--- src/hw/rtl/amx_pkg.sv ---
// ----------------------------------------------------------------------------
// amx_pkg
// Shared defaults and types for the affine 3x4 matrix inverse block.
// ----------------------------------------------------------------------------
package amx_pkg;

  localparam int FRAC_BITS_DEF  = 16;
  localparam int WORD_WIDTH_DEF = 32;

  // Control and status that travel with one result row.
  typedef struct packed {
    logic [1:0] row_index;
    logic       last_row;
    logic       singular;
  } amx_tag_t;

endpackage

--- src/hw/rtl/affine_matrix3x4_inverse_top.sv ---
// ----------------------------------------------------------------------------
// affine_matrix3x4_inverse_top
// Inverse of a 3x4 affine matrix in signed fixed point, one row per word.
// ----------------------------------------------------------------------------
// Each input word carries a 3x4 affine matrix [A | t]; the block returns three
// words, rows 0, 1 and 2 of the inverse [inv(A) | -inv(A)*t], each element
// rounded to nearest (ties away from zero) and saturated to the word range.
// A zero determinant gives three zero rows with the singular flag set.
// A single shared bit-serial multiplier forms the adjugate, determinant and
// translation products one multiplier bit per cycle, and a restoring divider
// produces one quotient bit per cycle for each of the twelve output elements.
// The default format is Q16.16. A two-word queue at the input lets the next
// matrix arrive while the current one is being worked on, and an output
// register lets the engine move on while a finished row waits.
module affine_matrix3x4_inverse_top #(
  parameter int FRAC_BITS  = amx_pkg::FRAC_BITS_DEF,
  parameter int WORD_WIDTH = amx_pkg::WORD_WIDTH_DEF,
  parameter int IN_TW      = ((12 * WORD_WIDTH + 7) / 8) * 8,
  parameter int OUT_TW     = ((4 * WORD_WIDTH + 7) / 8) * 8
) (
  input  logic              clk,
  input  logic              rst,
  input  logic              s_tvalid,
  output logic              s_tready,
  // in_r0_c0, in_r0_c1, in_r0_c2, in_r0_c3, in_r1_c0 .. in_r1_c3,
  // in_r2_c0 .. in_r2_c3, each WORD_WIDTH bits, from the lowest bit up.
  input  logic [IN_TW-1:0]  s_tdata,
  output logic              m_tvalid,
  input  logic              m_tready,
  // out_c0, out_c1, out_c2, out_c3, each WORD_WIDTH bits, lowest bit up.
  output logic [OUT_TW-1:0] m_tdata,
  // last_row: high on the third row of each matrix.
  output logic              m_tlast,
  // row_index (2 bits), then singular (1 bit), from the lowest bit up.
  output logic [2:0]        m_tuser
);
  import amx_pkg::*;

  logic                      mat_valid;
  logic [12*WORD_WIDTH-1:0]  mat;
  logic                      mat_pop;
  logic                      res_valid;
  logic                      res_ready;
  logic [4*WORD_WIDTH-1:0]   res_data;
  amx_tag_t                  res_tag;

  // Front end: matrix queue.
  amx_front #(
    .WORD_WIDTH (WORD_WIDTH),
    .IN_TW      (IN_TW)
  ) u_front (
    .clk       (clk),
    .rst       (rst),
    .s_tvalid  (s_tvalid),
    .s_tready  (s_tready),
    .s_tdata   (s_tdata),
    .mat_valid (mat_valid),
    .mat       (mat),
    .mat_pop   (mat_pop)
  );

  // Back end: arithmetic sequencer.
  amx_engine #(
    .FRAC_BITS  (FRAC_BITS),
    .WORD_WIDTH (WORD_WIDTH)
  ) u_engine (
    .clk       (clk),
    .rst       (rst),
    .mat_valid (mat_valid),
    .mat       (mat),
    .mat_pop   (mat_pop),
    .res_valid (res_valid),
    .res_ready (res_ready),
    .res_data  (res_data),
    .res_tag   (res_tag)
  );

  // Output register toward the downstream side.
  amx_outbuf #(
    .WORD_WIDTH (WORD_WIDTH),
    .OUT_TW     (OUT_TW)
  ) u_outbuf (
    .clk       (clk),
    .rst       (rst),
    .res_valid (res_valid),
    .res_ready (res_ready),
    .res_data  (res_data),
    .res_tag   (res_tag),
    .m_tvalid  (m_tvalid),
    .m_tready  (m_tready),
    .m_tdata   (m_tdata),
    .m_tlast   (m_tlast),
    .m_tuser   (m_tuser)
  );

endmodule

--- src/hw/rtl/amx_front.sv ---
// ----------------------------------------------------------------------------
// amx_front
// Input side: accepts matrix words and holds them in a two-entry queue.
// ----------------------------------------------------------------------------
module amx_front #(
  parameter int WORD_WIDTH = amx_pkg::WORD_WIDTH_DEF,
  parameter int IN_TW      = ((12 * amx_pkg::WORD_WIDTH_DEF + 7) / 8) * 8
) (
  input  logic                      clk,
  input  logic                      rst,
  input  logic                      s_tvalid,
  output logic                      s_tready,
  input  logic [IN_TW-1:0]          s_tdata,
  output logic                      mat_valid,
  output logic [12*WORD_WIDTH-1:0]  mat,
  input  logic                      mat_pop
);
  import amx_pkg::*;

  localparam int MW = 12 * WORD_WIDTH;

  logic [MW-1:0] ent [2];
  logic          wr_ptr;
  logic          rd_ptr;
  logic [1:0]    count;
  logic          push;

  assign s_tready  = (count != 2'd2);
  assign push      = s_tvalid && s_tready;
  assign mat_valid = (count != 2'd0);
  assign mat       = ent[rd_ptr];

  always_ff @(posedge clk) begin
    if (push) begin
      ent[wr_ptr] <= s_tdata[MW-1:0];
    end
  end

  always_ff @(posedge clk) begin
    if (rst) begin
      wr_ptr <= 1'b0;
      rd_ptr <= 1'b0;
      count  <= 2'd0;
    end else begin
      if (push) begin
        wr_ptr <= ~wr_ptr;
      end
      if (mat_pop) begin
        rd_ptr <= ~rd_ptr;
      end
      if (push && !mat_pop) begin
        count <= count + 2'd1;
      end else if (!push && mat_pop) begin
        count <= count - 2'd1;
      end
    end
  end

endmodule

--- src/hw/rtl/amx_engine.sv ---
// ----------------------------------------------------------------------------
// amx_engine
// Back end: serial multiply-accumulate for adjugate, determinant and
// translation, then, unless singular, a one-bit-per-cycle divider per output element.
// ----------------------------------------------------------------------------
module amx_engine #(
  parameter int FRAC_BITS  = amx_pkg::FRAC_BITS_DEF,
  parameter int WORD_WIDTH = amx_pkg::WORD_WIDTH_DEF
) (
  input  logic                      clk,
  input  logic                      rst,
  input  logic                      mat_valid,
  input  logic [12*WORD_WIDTH-1:0]  mat,
  output logic                      mat_pop,
  output logic                      res_valid,
  input  logic                      res_ready,
  output logic [4*WORD_WIDTH-1:0]   res_data,
  output amx_pkg::amx_tag_t         res_tag
);
  import amx_pkg::*;

  localparam int W  = WORD_WIDTH;
  localparam int F  = FRAC_BITS;
  localparam int AW = 3 * W + 4;
  localparam int NW = AW + 2 * F;
  localparam int CW = $clog2(NW + 1);

  localparam logic [2:0] ST_IDLE = 3'd0;
  localparam logic [2:0] ST_ADJ  = 3'd1;
  localparam logic [2:0] ST_DET  = 3'd2;
  localparam logic [2:0] ST_DIVL = 3'd3;
  localparam logic [2:0] ST_TACC = 3'd4;
  localparam logic [2:0] ST_DIVT = 3'd5;
  localparam logic [2:0] ST_EMIT = 3'd6;

  localparam logic [W+1:0] LIM     = (W + 2)'(1) << (W - 1);
  localparam logic [W+1:0] LIM_M1  = LIM - (W + 2)'(1);
  localparam logic [W-1:0] POS_MAX = {1'b0, {(W - 1){1'b1}}};
  localparam logic [W-1:0] NEG_MAX = {1'b1, {(W - 1){1'b0}}};

  // Element sources of each cofactor x*y - u*v, as row*4+col.
  localparam logic [3:0] COF_SRC [9][4] = '{
    '{4'd5, 4'd10, 4'd9, 4'd6},
    '{4'd9, 4'd2,  4'd1, 4'd10},
    '{4'd1, 4'd6,  4'd5, 4'd2},
    '{4'd8, 4'd6,  4'd4, 4'd10},
    '{4'd0, 4'd10, 4'd8, 4'd2},
    '{4'd4, 4'd2,  4'd0, 4'd6},
    '{4'd4, 4'd9,  4'd8, 4'd5},
    '{4'd8, 4'd1,  4'd0, 4'd9},
    '{4'd0, 4'd5,  4'd4, 4'd1}
  };

  logic [2:0]    state;
  logic          ld;
  logic [CW-1:0] bitc;
  logic [3:0]    k;
  logic [1:0]    term;
  logic [1:0]    row;
  logic [1:0]    col;

  logic [W-1:0]  m [12];
  logic [AW-1:0] adj [9];
  logic [AW-1:0] acc;
  logic [AW-1:0] mxs;
  logic [W-1:0]  me;
  logic          sub;

  logic [AW-1:0] sel_x;
  logic [W-1:0]  sel_e;
  logic          sel_sub;
  logic [3:0]    ia;
  logic [3:0]    ib;

  logic          last_bit;
  logic [AW-1:0] addend;
  logic [AW-1:0] mac_sum;
  logic [AW-1:0] mac_abs;

  logic [AW-1:0] dmag;
  logic          dneg;
  logic          sing;

  logic [AW-1:0] src;
  logic [AW-1:0] smag;
  logic [NW-1:0] dv_load;
  logic [NW-1:0] dv;
  logic [AW-1:0] r;
  logic [W:0]    q;
  logic          big;
  logic          qneg;
  logic [AW:0]   rs;
  logic [AW:0]   rdiff;
  logic          ge;
  logic [AW-1:0] r_next;
  logic          rup;
  logic [W+1:0]  qr;
  logic [W-1:0]  sat;
  logic [W-1:0]  res [4];

  always_comb begin
    for (int i = 0; i < 12; i++) begin
      m[i] = mat[i*W +: W];
    end
  end

  // Operand selection for the serial multiplier.
  always_comb begin
    sel_x   = '0;
    sel_e   = '0;
    sel_sub = 1'b0;
    ia      = '0;
    ib      = '0;
    unique case (state)
      ST_ADJ: begin
        ia      = COF_SRC[k][{term[0], 1'b0}];
        ib      = COF_SRC[k][{term[0], 1'b1}];
        sel_x   = {{(AW - W){m[ia][W-1]}}, m[ia]};
        sel_e   = m[ib];
        sel_sub = term[0];
      end
      ST_DET: begin
        sel_x = adj[4'(term * 3)];
        sel_e = m[4'(term)];
      end
      ST_TACC: begin
        sel_x   = adj[4'(row * 3 + term)];
        sel_e   = m[4'(term * 4 + 3)];
        sel_sub = 1'b1;
      end
      default: begin
        sel_x = '0;
      end
    endcase
  end

  // The top bit of a signed multiplier has negative weight.
  assign last_bit = (bitc == CW'(W - 1));
  assign addend   = me[0] ? mxs : '0;
  assign mac_sum  = (sub ^ last_bit) ? (acc - addend) : (acc + addend);
  assign mac_abs  = mac_sum[AW-1] ? (~mac_sum + AW'(1)) : mac_sum;

  // Divider operand and one restoring step.
  assign src     = (state == ST_DIVL) ? adj[4'(row * 3 + col)] : acc;
  assign smag    = src[AW-1] ? (~src + AW'(1)) : src;
  assign dv_load = (state == ST_DIVL) ? {smag, {(2 * F){1'b0}}}
                                      : {{F{1'b0}}, smag, {F{1'b0}}};
  assign rs      = {r, dv[NW-1]};
  assign rdiff   = rs - {1'b0, dmag};
  assign ge      = (rs >= {1'b0, dmag});
  assign r_next  = ge ? rdiff[AW-1:0] : rs[AW-1:0];

  // Round to nearest with ties away from zero, then saturate.
  assign rup = ({r, 1'b0} >= {1'b0, dmag});
  assign qr  = {1'b0, q} + (W + 2)'(rup);

  always_comb begin
    if (qneg) begin
      sat = (big || (qr > LIM)) ? NEG_MAX : (~qr[W-1:0] + W'(1));
    end else begin
      sat = (big || (qr > LIM_M1)) ? POS_MAX : qr[W-1:0];
    end
  end

  assign res_valid         = (state == ST_EMIT);
  assign res_data          = {res[3], res[2], res[1], res[0]};
  assign res_tag.row_index = row;
  assign res_tag.last_row  = (row == 2'd2);
  assign res_tag.singular  = sing;
  assign mat_pop           = (state == ST_EMIT) && res_ready && (row == 2'd2);

  always_ff @(posedge clk) begin
    if (rst) begin
      state <= ST_IDLE;
      ld    <= 1'b0;
      bitc  <= '0;
      k     <= '0;
      term  <= '0;
      row   <= '0;
      col   <= '0;
      sing  <= 1'b0;
    end else begin
      unique case (state) inside
        ST_IDLE: begin
          if (mat_valid) begin
            state <= ST_ADJ;
            k     <= '0;
            term  <= '0;
            ld    <= 1'b1;
            acc   <= '0;
          end
        end
        ST_ADJ, ST_DET, ST_TACC: begin
          if (ld) begin
            mxs  <= sel_x;
            me   <= sel_e;
            sub  <= sel_sub;
            bitc <= '0;
            ld   <= 1'b0;
          end else begin
            acc  <= mac_sum;
            mxs  <= mxs << 1;
            me   <= me >> 1;
            bitc <= bitc + CW'(1);
            if (last_bit) begin
              ld <= 1'b1;
              if (state == ST_ADJ) begin
                if (term == 2'd0) begin
                  term <= 2'd1;
                end else begin
                  adj[k] <= mac_sum;
                  term   <= 2'd0;
                  acc    <= '0;
                  if (k == 4'd8) begin
                    state <= ST_DET;
                  end else begin
                    k <= k + 4'd1;
                  end
                end
              end else if (state == ST_DET) begin
                if (term == 2'd2) begin
                  dmag <= mac_abs;
                  dneg <= mac_sum[AW-1];
                  sing <= (mac_sum == '0);
                  row  <= '0;
                  col  <= '0;
                  term <= '0;
                  if (mac_sum == '0) begin
                    for (int i = 0; i < 4; i++) begin
                      res[i] <= '0;
                    end
                    ld    <= 1'b0;
                    state <= ST_EMIT;
                  end else begin
                    state <= ST_DIVL;
                  end
                end else begin
                  term <= term + 2'd1;
                end
              end else begin
                if (term == 2'd2) begin
                  term  <= '0;
                  state <= ST_DIVT;
                end else begin
                  term <= term + 2'd1;
                end
              end
            end
          end
        end
        ST_DIVL, ST_DIVT: begin
          if (ld) begin
            dv   <= dv_load;
            r    <= '0;
            q    <= '0;
            big  <= 1'b0;
            qneg <= src[AW-1] ^ dneg;
            bitc <= '0;
            ld   <= 1'b0;
          end else if (bitc != CW'(NW)) begin
            r    <= r_next;
            dv   <= dv << 1;
            q    <= {q[W-1:0], ge};
            big  <= big | q[W];
            bitc <= bitc + CW'(1);
          end else if (state == ST_DIVL) begin
            res[col] <= sat;
            ld       <= 1'b1;
            if (col == 2'd2) begin
              state <= ST_TACC;
              term  <= '0;
              acc   <= '0;
            end else begin
              col <= col + 2'd1;
            end
          end else begin
            res[3] <= sat;
            state  <= ST_EMIT;
          end
        end
        ST_EMIT: begin
          if (res_ready) begin
            if (row == 2'd2) begin
              state <= ST_IDLE;
            end else begin
              row <= row + 2'd1;
              if (!sing) begin
                col   <= '0;
                ld    <= 1'b1;
                state <= ST_DIVL;
              end
            end
          end
        end
        default: begin
          state <= ST_IDLE;
        end
      endcase
    end
  end

endmodule

--- src/hw/rtl/amx_outbuf.sv ---
// ----------------------------------------------------------------------------
// amx_outbuf
// Output register: holds one row word for the downstream side.
// ----------------------------------------------------------------------------
module amx_outbuf #(
  parameter int WORD_WIDTH = amx_pkg::WORD_WIDTH_DEF,
  parameter int OUT_TW     = ((4 * amx_pkg::WORD_WIDTH_DEF + 7) / 8) * 8
) (
  input  logic                     clk,
  input  logic                     rst,
  input  logic                     res_valid,
  output logic                     res_ready,
  input  logic [4*WORD_WIDTH-1:0]  res_data,
  input  amx_pkg::amx_tag_t        res_tag,
  output logic                     m_tvalid,
  input  logic                     m_tready,
  output logic [OUT_TW-1:0]        m_tdata,
  output logic                     m_tlast,
  output logic [2:0]               m_tuser
);
  import amx_pkg::*;

  assign res_ready = !m_tvalid || m_tready;

  always_ff @(posedge clk) begin
    if (rst) begin
      m_tvalid <= 1'b0;
    end else if (res_ready) begin
      m_tvalid <= res_valid;
    end
  end

  always_ff @(posedge clk) begin
    if (res_ready && res_valid) begin
      m_tdata <= OUT_TW'(res_data);
      m_tlast <= res_tag.last_row;
      m_tuser <= {res_tag.singular, res_tag.row_index};
    end
  end

endmodule
--- config.mk ---
export PLATFORM = sky130hd
export DESIGN_NAME = affine_matrix3x4_inverse_top
export DESIGN_NICKNAME = d
export VERILOG_FILES = /design/src/hw/rtl/amx_pkg.sv /design/src/hw/rtl/affine_matrix3x4_inverse_top.sv /design/src/hw/rtl/amx_front.sv /design/src/hw/rtl/amx_engine.sv /design/src/hw/rtl/amx_outbuf.sv
export SDC_FILE = /design/constraint.sdc
export NUM_CORES = 2
export LEC_CHECK = 0
export BUFFER_PORTS_ARGS = -buffer_cell sky130_fd_sc_hd__buf_2
export CAP_MARGIN = 20
export CORE_MARGIN = 3
export CORE_UTILIZATION = 60
export DETAILED_ROUTE_END_ITERATION = 8
export PLACE_DENSITY = 0.87
export SYNTH_ARGS = -nofsm -noshare
export SYNTH_HDL_FRONTEND = slang
export SYNTH_SLANG_ARGS = --single-unit
--- constraint.sdc ---
create_clock -name clk -period 52.9 [get_ports clk]
set_clock_uncertainty 0.15 [all_clocks]
set_input_delay 0 -clock clk [delete_from_list [all_inputs] [get_ports clk]]
set_output_delay 0 -clock clk [all_outputs]
set_load 0.005 [all_outputs]
==> report_table.html, run 1 <==
<table>
<tr><th>Metric</th><th>Value</th></tr>
<tr><th colspan="2">Run status</th></tr>
<tr><td>First error in the log</td><td>[ERROR GRT-0116] Global routing finished with congestion. Check the congestion regions in the DRC Viewer.</td></tr>
<tr><td>Stage reached</td><td>global routing (5_1_grt)</td></tr>
<tr><td>Result of the run</td><td>stopped before the end</td></tr>
<tr><th colspan="2">Logic synthesis</th></tr>
<tr><td>Post-synth EDFFs</td><td>2,513</td></tr>
<tr><td>Number of library cell types mapped by synthesis</td><td>114</td></tr>
<tr><td>Most numerous cell in the Yosys netlist</td><td>edfxtp_1</td></tr>
<tr><td>Most used flip-flop cell after synthesis</td><td>edfxtp_1</td></tr>
<tr><td>Instance count of the mapped netlist</td><td>11,097</td></tr>
<tr><td>Biggest area contributors in the synthesized netlist</td><td>edfxtp_1 53%, mux4_2 14%, mux2i_1 3.2%</td></tr>
<tr><td>Ranking of synthesized cells by instance count</td><td>2,513 x edfxtp_1, 947 x nand2_1, 923 x nor2_1, 881 x mux4_2, 801 x a21oi_1</td></tr>
<tr><td>Total nets after synthesis</td><td>11,716</td></tr>
<tr><td>Synth warn</td><td>0</td></tr>
<tr><td>Ys async rst share</td><td>0%</td></tr>
<tr><td>Cell area after synthesis</td><td>141,000 um^2</td></tr>
<tr><td>Mean instance size in the synthesized netlist</td><td>12.7 um^2</td></tr>
<tr><td>Share of synthesized area occupied by flip-flops and latches</td><td>53.8%</td></tr>
<tr><td>Cell type with the highest aggregate area in the netlist</td><td>edfxtp_1</td></tr>
<tr><td>Post-synthesis register bit count</td><td>2,542</td></tr>
<tr><td>Synth top area share</td><td>between 50% and 60%</td></tr>
<tr><th colspan="2">Global route</th></tr>
<tr><td>Maximum number of pins on one net before global-route repair</td><td>155</td></tr>
<tr><td>Overall fraction of global-route tracks in use</td><td>between 70% and 80%</td></tr>
<tr><td>Remaining global-route overflow</td><td>1,004</td></tr>
<tr><td>Number of global-route vias before repair</td><td>139,333</td></tr>
<tr><td>Global-route wire length before repair</td><td>1,200,000 um</td></tr>
<tr><th colspan="2">Placement</th></tr>
<tr><td>Routability congestion estimate</td><td>between 1 and 1.5</td></tr>
<tr><td>I/O Buffers</td><td>521</td></tr>
<tr><td>Detailed placement HPWL</td><td>about 360,000 um</td></tr>
<tr><th colspan="2">Clock network</th></tr>
<tr><td>CTS Root Cell</td><td>clkbuf_16</td></tr>
<tr><td>Post-CTS Setup Repair Bufs</td><td>0</td></tr>
<tr><td>CTS HTree Levels</td><td>5</td></tr>
<tr><td>Worst-case clock buffer depth</td><td>4</td></tr>
<tr><td>Number of cells upsized or downsized after cts</td><td>0</td></tr>
<tr><td>Number of clock buffers inserted by TritonCTS</td><td>284</td></tr>
<tr><td>Total number of clock tree sinks</td><td>2,542</td></tr>
<tr><th colspan="2">Floorplanning</th></tr>
<tr><td>Number of primary I/O pins</td><td>522</td></tr>
<tr><td>Horizontal extent of the die</td><td>492 um</td></tr>
<tr><td>Initial core utilization</td><td>around 61%</td></tr>
<tr><td>Rows</td><td>roughly 180</td></tr>
<tr><td>Die Y-Extent</td><td>492 um</td></tr>
</table>
-- metal layers --
metal | GRT overflow | track usage, %
met1 | 110 | 74.5
met5 | 20 | 39.6
met3 | 102 | 59.3
met2 | 459 | 83.9
met4 | 313 | 59.8
-- timing repair --
item | 4_1_cts
hold buffers | 774
hold endpoints to repair | 953
endpoints found under the setup margin | 0
-- logic make-up after synthesis --
group	after synthesis	synth area share, %
multiplexers	1363	17.5
adder cells (fa/ha/maj)	232	2.07
XOR/XNOR	524	3.26
AND/OR/NAND/NOR	2939	9.60
flip-flops	2542	53.8
buffers and inverters	1040	2.90
AO/OA/AOI/OAI	2457	10.9
-- through the flow --
stage               hold slack (ps)  cells  instance area [um^2]  util [%]  setup WS, ps
global placement               37.2  14241                147000      63.1         41680
detailed placement             41.4  14252                147000      63.2         41430
floorplan                     -51.1  11097                141000         -         33730
CTS                            33.5  15516                164000      70.3         41280
==> inputs of run 2 (changes only) <==
Settings changed: CORE_UTILIZATION 60 to 40, PLACE_DENSITY 0.87 to not set, PLACE_DENSITY_LB_ADDON set to 0.15.
==> run 2 against run 1 <==
  * The flow now finishes without violations
  * Area after synthesis stayed put
  * Synthesized cell count unchanged
==> report_table.html, run 2 <==
<table>
<tr><th>Metric</th><th>Value</th></tr>
<tr><th colspan="2">Worst setup path</th></tr>
<tr><td>Category of the critical setup timing path</td><td>register to register</td></tr>
<tr><td>Type of origin of the critical path</td><td>register</td></tr>
<tr><td>Biggest cell delay along the critical path</td><td>760 ps</td></tr>
<tr><td>R2R setup slack</td><td>41,480 ps</td></tr>
<tr><td>Data arrival time of the critical path</td><td>11,870 ps</td></tr>
<tr><td>Max stage delay cell, worst path</td><td>a221oi_1</td></tr>
<tr><td>Launch point of the worst reg-to-reg path</td><td>u_engine.mxs[11]$_DFFE_PP_</td></tr>
<tr><td>Maximum net fanout on the critical path</td><td>19</td></tr>
<tr><td>Reg-to-Reg End</td><td>u_engine.res[3][9]$_DFFE_PP_</td></tr>
<tr><td>Category of the worst setup path capture point</td><td>register</td></tr>
<tr><td>Data required time at the worst endpoint</td><td>53,360 ps</td></tr>
<tr><td>Number of cells on the worst reg-to-reg path</td><td>28</td></tr>
<tr><th colspan="2">Route</th></tr>
<tr><td>Number of antenna-violating nets in the routed design</td><td>0</td></tr>
<tr><td>DRT iter0 DRCs</td><td>13,081</td></tr>
<tr><td>Detailed-route wire length</td><td>531,000 um</td></tr>
<tr><td>Drt wl/cell</td><td>30.9 um</td></tr>
<tr><td>Count of TritonRoute iterations in the first routing pass</td><td>7</td></tr>
<tr><td>Total via count in the routed design</td><td>roughly 110k</td></tr>
<tr><td>Via density per instance</td><td>6.22</td></tr>
<tr><td># DRC</td><td>0</td></tr>
<tr><th colspan="2">Cells and area</th></tr>
<tr><td>Fraction of final layout cells sized beyond drive strength 1</td><td>18.4%</td></tr>
<tr><td>Number of nets in the layout</td><td>12,813</td></tr>
<tr><td>Flip-flop count of the largest register, all copies and words added</td><td>900</td></tr>
<tr><td>Largest registers</td><td>u_engine.adj x900, u_front.ent x768</td></tr>
<tr><td>Fraction of the core area covered by cells at the end of the flow</td><td>47.6%</td></tr>
<tr><td>Most common cell after layout, fill and taps aside</td><td>edfxtp_1</td></tr>
<tr><td>Final non-filler cell total</td><td>17,198</td></tr>
<tr><td>Top library cells by usage in the layout, fill and taps aside</td><td>2,513 x edfxtp_1, 943 x nand2_1, 908 x nor2_1, 881 x mux4_2, 797 x a21oi_1</td></tr>
<tr><td>Syn-to-layout area delta</td><td>18.1%</td></tr>
<tr><td>Top reg by flops</td><td>u_engine.adj</td></tr>
<tr><th colspan="2">Logic synthesis</th></tr>
<tr><td>Share of synthesized area occupied by flip-flops and latches</td><td>53.8% (unchanged)</td></tr>
<tr><td>Share of cell area taken by muxes after synthesis</td><td>17.5% (unchanged)</td></tr>
<tr><td>Number of library cell types mapped by synthesis</td><td>114 (unchanged)</td></tr>
<tr><td>Post-synth EDFFs</td><td>2,513 (unchanged)</td></tr>
<tr><td>Ranking of synthesized cells by instance count</td><td>2,513 x edfxtp_1, 947 x nand2_1, 923 x nor2_1, 881 x mux4_2, 801 x a21oi_1</td></tr>
<tr><td>Ys async rst share</td><td>0% (unchanged)</td></tr>
<tr><td>Xor-xnor portion of the synthesized cell area</td><td>3.26% (unchanged)</td></tr>
<tr><td>Post-synthesis compound-gate area fraction</td><td>10.9% (unchanged)</td></tr>
<tr><td>Synth warn</td><td>0 (unchanged)</td></tr>
<tr><td>Largest family of logic cells by synthesized area</td><td>multiplexers</td></tr>
<tr><td>Cell type with the highest aggregate area in the netlist</td><td>edfxtp_1</td></tr>
<tr><td>Total nets after synthesis</td><td>11,716 (unchanged)</td></tr>
<tr><td>Instance count of the mapped netlist</td><td>11,097 (unchanged)</td></tr>
<tr><td>Synth top area share</td><td>53.4% (unchanged)</td></tr>
<tr><td>Synthesized-area fraction occupied by and/or/nand/nor cells</td><td>9.60% (unchanged)</td></tr>
<tr><td>Cell area after synthesis</td><td>141,000 um^2 (unchanged)</td></tr>
<tr><td>Biggest area contributors in the synthesized netlist</td><td>edfxtp_1 53%, mux4_2 14%, mux2i_1 3.2%</td></tr>
<tr><td>Most used flip-flop cell after synthesis</td><td>edfxtp_1</td></tr>
<tr><td>Area share of fa/ha/maj cells after synthesis</td><td>2.07% (unchanged)</td></tr>
<tr><td>Mean instance size in the synthesized netlist</td><td>12.7 um^2 (unchanged)</td></tr>
<tr><td>Post-synthesis register bit count</td><td>2,542 (unchanged)</td></tr>
<tr><td>Most numerous cell in the Yosys netlist</td><td>edfxtp_1</td></tr>
<tr><th colspan="2">Power and ir drop</th></tr>
<tr><td>Cell Int Power</td><td>approximately 4.8 mW</td></tr>
<tr><td>Total power per unit cell area</td><td>48.8 nW/um^2</td></tr>
<tr><td>Peak supply drop</td><td>57.6 uV</td></tr>
<tr><td>Lkg Pwr</td><td>56.9 nW</td></tr>
<tr><td>Switch share</td><td>between 40% and 50%</td></tr>
<tr><td>Proportion of power drawn by combinational gates</td><td>between 30 and 40%</td></tr>
<tr><td>Share of total power in the clock network</td><td>25.3%</td></tr>
<tr><td>Reported net switching power</td><td>3.32 mW</td></tr>
<tr><td>Sequential cell fraction of total power</td><td>34.8%</td></tr>
<tr><th colspan="2">Placement</th></tr>
<tr><td>Total instance count after detailed placement</td><td>15,811 (+11%)</td></tr>
<tr><td>Routability congestion estimate</td><td>1.00 (-2.8%)</td></tr>
<tr><td>Detailed placement HPWL</td><td>367,000 um (+0.80%)</td></tr>
<tr><td>I/O Buffers</td><td>521 (unchanged)</td></tr>
<tr><th colspan="2">Global route</th></tr>
<tr><td>Number of antenna violations at the first check in global routing</td><td>92</td></tr>
<tr><td>Overall fraction of global-route tracks in use</td><td>28.5%</td></tr>
<tr><td>Remaining global-route overflow</td><td>0</td></tr>
<tr><td>Number of global-route vias before repair</td><td>105,341</td></tr>
<tr><td>Global-route wire length before repair</td><td>~760,000 um</td></tr>
<tr><td>Maximum number of pins on one net before global-route repair</td><td>~160</td></tr>
<tr><th colspan="2">Timing</th></tr>
<tr><td>Max-slew headroom at the worst pin</td><td>9.50%</td></tr>
<tr><td>Final Slew Violations</td><td>0</td></tr>
<tr><td>Final-report setup violation count</td><td>0</td></tr>
<tr><td>Final Hold Viols</td><td>0</td></tr>
<tr><td>Final setup TNS</td><td>0 ps</td></tr>
<tr><td>Maximum frequency from static timing analysis</td><td>0.0876 GHz</td></tr>
<tr><td>Final Critical Period</td><td>11,420 ps</td></tr>
<tr><td>Worst-Margin Slew</td><td>around 1400 ps</td></tr>
<tr><td>Unrepaired setup endpoints after global routing</td><td>false</td></tr>
<tr><td>Share of the cycle needed by the critical path after routing</td><td>approximately 22%</td></tr>
<tr><th colspan="2">Floorplanning</th></tr>
<tr><td>Die Y-Extent</td><td>601 um (+22%)</td></tr>
<tr><td>Number of primary I/O pins</td><td>522 (unchanged)</td></tr>
<tr><td>Initial core utilization</td><td>40.3% (-20 points)</td></tr>
<tr><td>Rows</td><td>217 (+23%)</td></tr>
<tr><td>Area of the die</td><td>~360,000 um^2</td></tr>
<tr><td>Core area</td><td>351,000 um^2</td></tr>
<tr><td>Horizontal extent of the die</td><td>601 um (+22%)</td></tr>
<tr><th colspan="2">Clock network</th></tr>
<tr><td>Insertion delay to the later sink of the worst-skew pair</td><td>940 ps</td></tr>
<tr><td>Clock-pin slew reported for the worst setup and hold paths after clock tree synthesis</td><td>60 ps</td></tr>
<tr><td>Worst-case clock buffer depth</td><td>4 (unchanged)</td></tr>
<tr><td>Number of clock buffers inserted by TritonCTS</td><td>298 (+4.9%)</td></tr>
<tr><td>CTS tree</td><td>yes</td></tr>
<tr><td>CTS HTree Levels</td><td>5 (unchanged)</td></tr>
<tr><td>Post-CTS Setup Repair Bufs</td><td>0 (unchanged)</td></tr>
<tr><td>CTS Root Cell</td><td>clkbuf_16</td></tr>
<tr><td>Cts hold-fix bufs</td><td>777 (+0.39%)</td></tr>
<tr><td>Number of cells upsized or downsized after cts</td><td>0 (unchanged)</td></tr>
<tr><td>Total number of clock tree sinks</td><td>2,542 (unchanged)</td></tr>
<tr><th colspan="2">Run</th></tr>
<tr><td>Reported max-cap violation count</td><td>0</td></tr>
<tr><th colspan="2">Min path</th></tr>
<tr><td>Critical hold path startpoint</td><td>s_tdata[298]</td></tr>
<tr><td>Cells on Worst Hold Path</td><td>3</td></tr>
<tr><td>Tightest Hold Check Type</td><td>primary input to register</td></tr>
<tr><td>Worst hold endpoint</td><td>u_front.ent[1][298]$_DFFE_PP_</td></tr>
<tr><th colspan="2">Run status</th></tr>
<tr><td>Result of the run</td><td>complete, no violations</td></tr>
</table>
## run 2: cell counts after synthesis
Identical to the previous run, type by type.
## run 2: worst max path at each step
| stage | startpoint | endpoint | slack (ps) | cells after the start |
|---|---|---|---|---|
| 2_1_floorplan | u_engine.state[1]$_SDFFE_PP0P_ | u_engine.big$_SDFFCE_PP0P_ | 33730 | 4 |
| 3_3_place_gp | u_engine.mxs[10]$_DFFE_PP_ | u_engine.res[3][2]$_DFFE_PP_ | 42010 | 28 |
| 3_5_place_dp | u_engine.mxs[11]$_DFFE_PP_ | u_engine.res[3][3]$_DFFE_PP_ | 41810 | 28 |
| 4_1_cts | u_engine.mxs[11]$_DFFE_PP_ | u_engine.res[3][9]$_DFFE_PP_ | 41780 | 28 |
| 5_1_grt | u_engine.mxs[11]$_DFFE_PP_ | u_engine.res[3][9]$_DFFE_PP_ | 41110 | 28 |
| 6_report | u_engine.mxs[11]$_DFFE_PP_ | u_engine.res[3][9]$_DFFE_PP_ | 41480 | 28 |
## run 2: critical path: cells and delay by family, from the launching register on
kind | cells | cell delay (ps)
compound gates | 9 | 3490
buf+inv | 3 | 1100
fa+ha+maj | 1 | 370
flops | 1 | 470
simple gates | 14 | 4850
xor+xnor | 1 | 610
## run 2: area by class of cell
type,instances,area [um^2]
Antenna cell,58,145
Timing Repair Buffer,1551,12500
Inverter,286,1080
Clock buffer,363,7760
Sequential cell,2542,76100
Multi-Input combinational cell,7515,61800
Tap cell,4708,5890
Clock inverter,175,1870
Fill cell,30997,184000
## run 2: kinds of logic after synthesis
logic type / after synthesis
compound gates: 2457
xor+xnor: 524
mux: 1363
flops: 2542
fa+ha+maj: 232
buf+inv: 1040
simple gates: 2939
## run 2: metal layers
layer / vias to the layer above / track usage, % / part of all wire, %
met5: - / 0 / 0.028
met4: 22 / 9.03 / 3.2
met3: 862 / 5.70 / 9.3
met2: 5564 / 44.3 / 45
met1: 54914 / 40.2 / 42
li1: 45641 / - / -
## run 2: per-stage QoR
step           cell area (um^2)  hold slack (ps)  total power, mW  setup WS (ps)
2_1_floorplan            141000            -51.1             4.59          33730
3_3_place_gp             149000             38.4             5.92          42010
3_5_place_dp             149000             40.7             5.95          41810
4_1_cts                  167000             82.2             8.07          41780
5_1_grt                  167000              141             8.43          41110
6_report                 167000              181             8.16          41480
## run 2: power groups by stage
stage / Sequential (mW) / Clock [mW] / Combinational, mW
after floorplan: 2.85 / 0 / 1.74
after global placement: 2.87 / 0 / 3.05
after detailed placement: 2.87 / 0 / 3.08
after CTS: 2.83 / 2.10 / 3.14
after global routing: 2.84 / 2.19 / 3.40
final: 2.84 / 2.07 / 3.26
Note: power is estimated with default switching activity, not from simulation.
